<file path="src/hw/rtl/pst_ram.sv">
// Generic single-port-write, single-port-read RAM with registered read.
// No dependencies.
module pst_ram #(
  parameter int Width = 8,
  parameter int Depth = 16,
  parameter int AddrW = (Depth > 1) ? $clog2(Depth) : 1
) (
  input  logic             clk,
  input  logic             we,
  input  logic [AddrW-1:0] waddr,
  input  logic [Width-1:0] wdata,
  input  logic [AddrW-1:0] raddr,
  output logic [Width-1:0] rdata
);

  logic [Width-1:0] mem [Depth];

  // write and registered read
  always_ff @(posedge clk) begin
    if (we) begin
      mem[waddr] <= wdata;
    end
    rdata <= mem[raddr];
  end

endmodule

</file>
<file path="config.mk">
export PLATFORM = sky130hd
export DESIGN_NAME = pst_ram
export DESIGN_NICKNAME = d
export VERILOG_FILES = /design/src/hw/rtl/pst_ram.sv
export SDC_FILE = /design/constraint.sdc
export NUM_CORES = 1
export LEC_CHECK = 0
export BUFFER_PORTS_ARGS = -buffer_cell sky130_fd_sc_hd__buf_2
export CAP_MARGIN = 15
export CORE_MARGIN = 1
export CORE_UTILIZATION = 30
export DETAILED_ROUTE_END_ITERATION = 10
export PLACE_DENSITY_LB_ADDON = 0.25
export SLEW_MARGIN = 20
export SYNTH_ARGS = -nofsm -noshare
export SYNTH_HDL_FRONTEND = slang
export SYNTH_SLANG_ARGS = --single-unit
</file>
<file path="constraint.sdc">
create_clock -name clk -period 1.9 [get_ports clk]
set_input_delay 0.19 -clock clk [delete_from_list [all_inputs] [get_ports clk]]
set_output_delay 0.19 -clock clk [all_outputs]
set_load 0.01 [all_outputs]
</file>
# [After elaboration in Yosys (flattened, before gate mapping)]
# Memories as Yosys holds them, arrays and structs flattened. A register that Yosys moved wholly into a read port is not among the register bits.
# Cells that the tools add are included.
[totals] register_bits=0 ramBits=128 inputBits=18 output_inout_bits=8 wordCells=3 mem_count=1
[classes] n_mux=2
[memory_table] memory="mem" depth=16 word_bits=8 rd=1 rd_ports_with_merged_regs=1 write_ports=1 line_no="16" rtl="logic [Width-1:0] mem [Depth];"
[op_table] cell="1-bit two-way mux" count=2

# [Longest topological paths before layout]
[logic_depth] word_depth=2 depth_mapped=5 mapped_depth_nobuf=3

# [Worst setup path after synthesis]
# Ideal clock, no wire load.
[synth_timing] path_type="in2reg" from="input waddr[2]" to="memory mem[0][0] (enable)" setup_time_ns=0.383 t_arrival_ns=1.300 t_required_ns=1.517 setup_slack_ns=0.217 path_stages=2 path_buffers=0 cell_sequence="or3b_2 nor3_1"
[synth_rtl] item="from (decl)" line_no="10" rtl="input logic [AddrW-1:0] waddr,"
[synth_rtl] item="to (decl)" line_no="16"
# Straight into the memory's write port.

==> metrics.txt <==
wire length per cell 19.3 µm; Final HPWL DP 6580 µm; Vias/cell 4.54; # setup viols final 0; post-route cell area 0.00620 mm²; arrival time worst endpoint 1670 ps; number of global-route vias before repair 2476; top-area cell type share of the netlist area 0.747; Max clock buf depth 2; total power 6730 µW; Power Dens Cells 1080 mW/mm²; Max Cap Viol 0; Reg-to-Reg Start mem[1][2]; worst slew pin tran 421 ps; count of input and output buffers 25; count of different cell masters after synthesis 19; initial core utilization 0.309; drt first pass iters 4; critical path endpoint category register; Inserted Clock Buffers 17; RSZ-0062 raised after global routing false; Worst Setup EP rdata[2]; Worst Reg-to-Reg Cells 3; CTS root buf clkbuf_16; setup TNS 0 ps; clk_lat worst skew 410 ps; Peak Freq 0.723 GHz; Tot GR Track Use 0.123; Core Util, Final 0.373; Lkg Pwr 0.00208 µW; CTS sink cnt 136; Syn Nets 247; first-pass GRT wire length 15100 µm; Avg Cell Area, Syn 22.5 µm²; worst relative slew slack 0.719; Startpoint Class register; Post-route DRC 0; RD Place Congestion 0.708; postcts setup bufs 0; CTS clock-pin slew for the worst setup and hold paths 60 ps; Max VDD drop 0.542 mV; fin nets 303; antenna-violating nets left 0; top cells by area in the synthesized netlist edfxtp_1 75%, mux4_2 7.9%, mux4_1 7.1%; Setup Skew 9.40 ps; post-cts repair resize count 0; Crit Path Class reg2reg; period utilisation layout 0.728; Worst EP required 2190 ps; Syn-to-layout area delta 20.5%; mapped cell area 0.00515 mm²; die height 133 µm; register-to-register setup slack 520 ps; Seq/Total Area, Yosys 0.778; worst-path fanout max 1; Pins Over Slew Limit 0; status complete, no violations; core area 0.0166 mm²; dpl cell area 0.00565 mm²; Antenna Cells 0; initial antenna violation count 0; crit path time final 1380 ps; hold_buf cts 0; beginning of the critical path mem[1][2]; total die area 0.0177 mm²; pin count of the biggest net entering global routing 33; total routed wirelength 10000 µm; DRT iter0 DRCs 202; I/O pins 26; H-tree levels 4; worst flop-to-flop path endpoint rdata[2]; via count 2351; CTS tree done; layout cell share with drive strength beyond 1 0.309; Yosys reg bits 136; Final Hold Fails 0; Overflow after GRT 0; Rows 47; Yosys top cell by area edfxtp_1; chip width 133 µm; Yosys Warn Count 0; Hold Crit Class in2reg; cells after synthesis 229
==> metrics by stage <==
step	instances	setup slack, ps	hold WS, ps
floorplan	229	217	289
global placement	486	239	575
detailed placement	486	269	590
CTS	518	534	153
global route	518	464	162
finish	518	517	168
==> synth_stat cells <==
cell type	instances
and2_1	1
clkdlybuf4s25_2	3
buf_2	3
nor3_1	4
edfxtp_1	128
nor2_1	13
mux4_1	14
nand2_1	9
or3b_2	1
buf_4	1
and2b_1	1
nor2b_1	1
buf_6	3
mux4_2	18
nand3_1	1
dfxtp_1	8
nand3b_1	2
a22oi_1	16
nand2b_1	2
==> worst min path at each step <==
stage                  start         to  slack, ps  depth (start not counted)
finish              wdata[1]  mem[5][1]        170                          1
global route        wdata[1]  mem[5][1]        160                          1
CTS                 wdata[5]  mem[7][5]        150                          1
detailed placement  rdata[5]   rdata[5]        590                          1
global placement    wdata[1]  mem[4][1]        580                          1
floorplan           wdata[0]  mem[0][0]        290                          0
==> cells in the final DEF (no fill, tap or decap) <==
cell / instances
a22oi_1: 16
and2_1: 1
and2b_1: 1
buf_12: 2
buf_2: 25
buf_4: 20
bufinv_16: 2
clkbuf_1: 5
clkbuf_16: 17
clkinv_1: 1
clkinv_2: 4
clkinvlp_4: 3
dfxtp_1: 8
edfxtp_1: 128
mux4_1: 14
mux4_2: 18
nand2_1: 9
nand2b_1: 2
nand3_1: 1
nand3b_1: 2
nor2_1: 13
nor2b_1: 1
nor3_1: 4
or3b_2: 1
==> state kept, by name, indices dropped and copies added, names as in the netlist <==
signal  flops
mem       128
rdata       8
==> cell families after synthesis <==
group / synth area share
flops: 0.778
simple gates: 0.0318
buf+inv: 0.0168
mux: 0.150
compound gates: 0.0233
==> critical path, stage by stage (launching register included) <==
cell and delay, ps:
edfxtp_1 350, mux4_1 530, a22oi_1 300, nand2_1 80
==> area by class of cell <==
type / instances / area [µm²]
multi-input cells: 83 / 1060
clock inverters: 10 / 106
well taps: 220 / 275
repair buffers: 47 / 315
flip-flops and latches: 136 / 4000
fillers: 1490 / 10400
clock buffers: 22 / 444
==> where the power goes <==
part	internal [µW]	total (µW)	switching, µW	leakage [µW]
clock network	1910	3030	1120	0.000261
registers	3360	3380	21.0	0.00122
logic	138	317	179	0.000596
==> metal layers <==
layer | track usage | up-vias | wire, µm
met2 | 0.186 | 54 | 4790
li1 | - | 1081 | -
met4 | 0.0575 | 0 | 162
met1 | 0.161 | 1202 | 4650
met5 | 0 | - | 0
met3 | 0.0406 | 14 | 402
(Power assumes the default switching activity.)
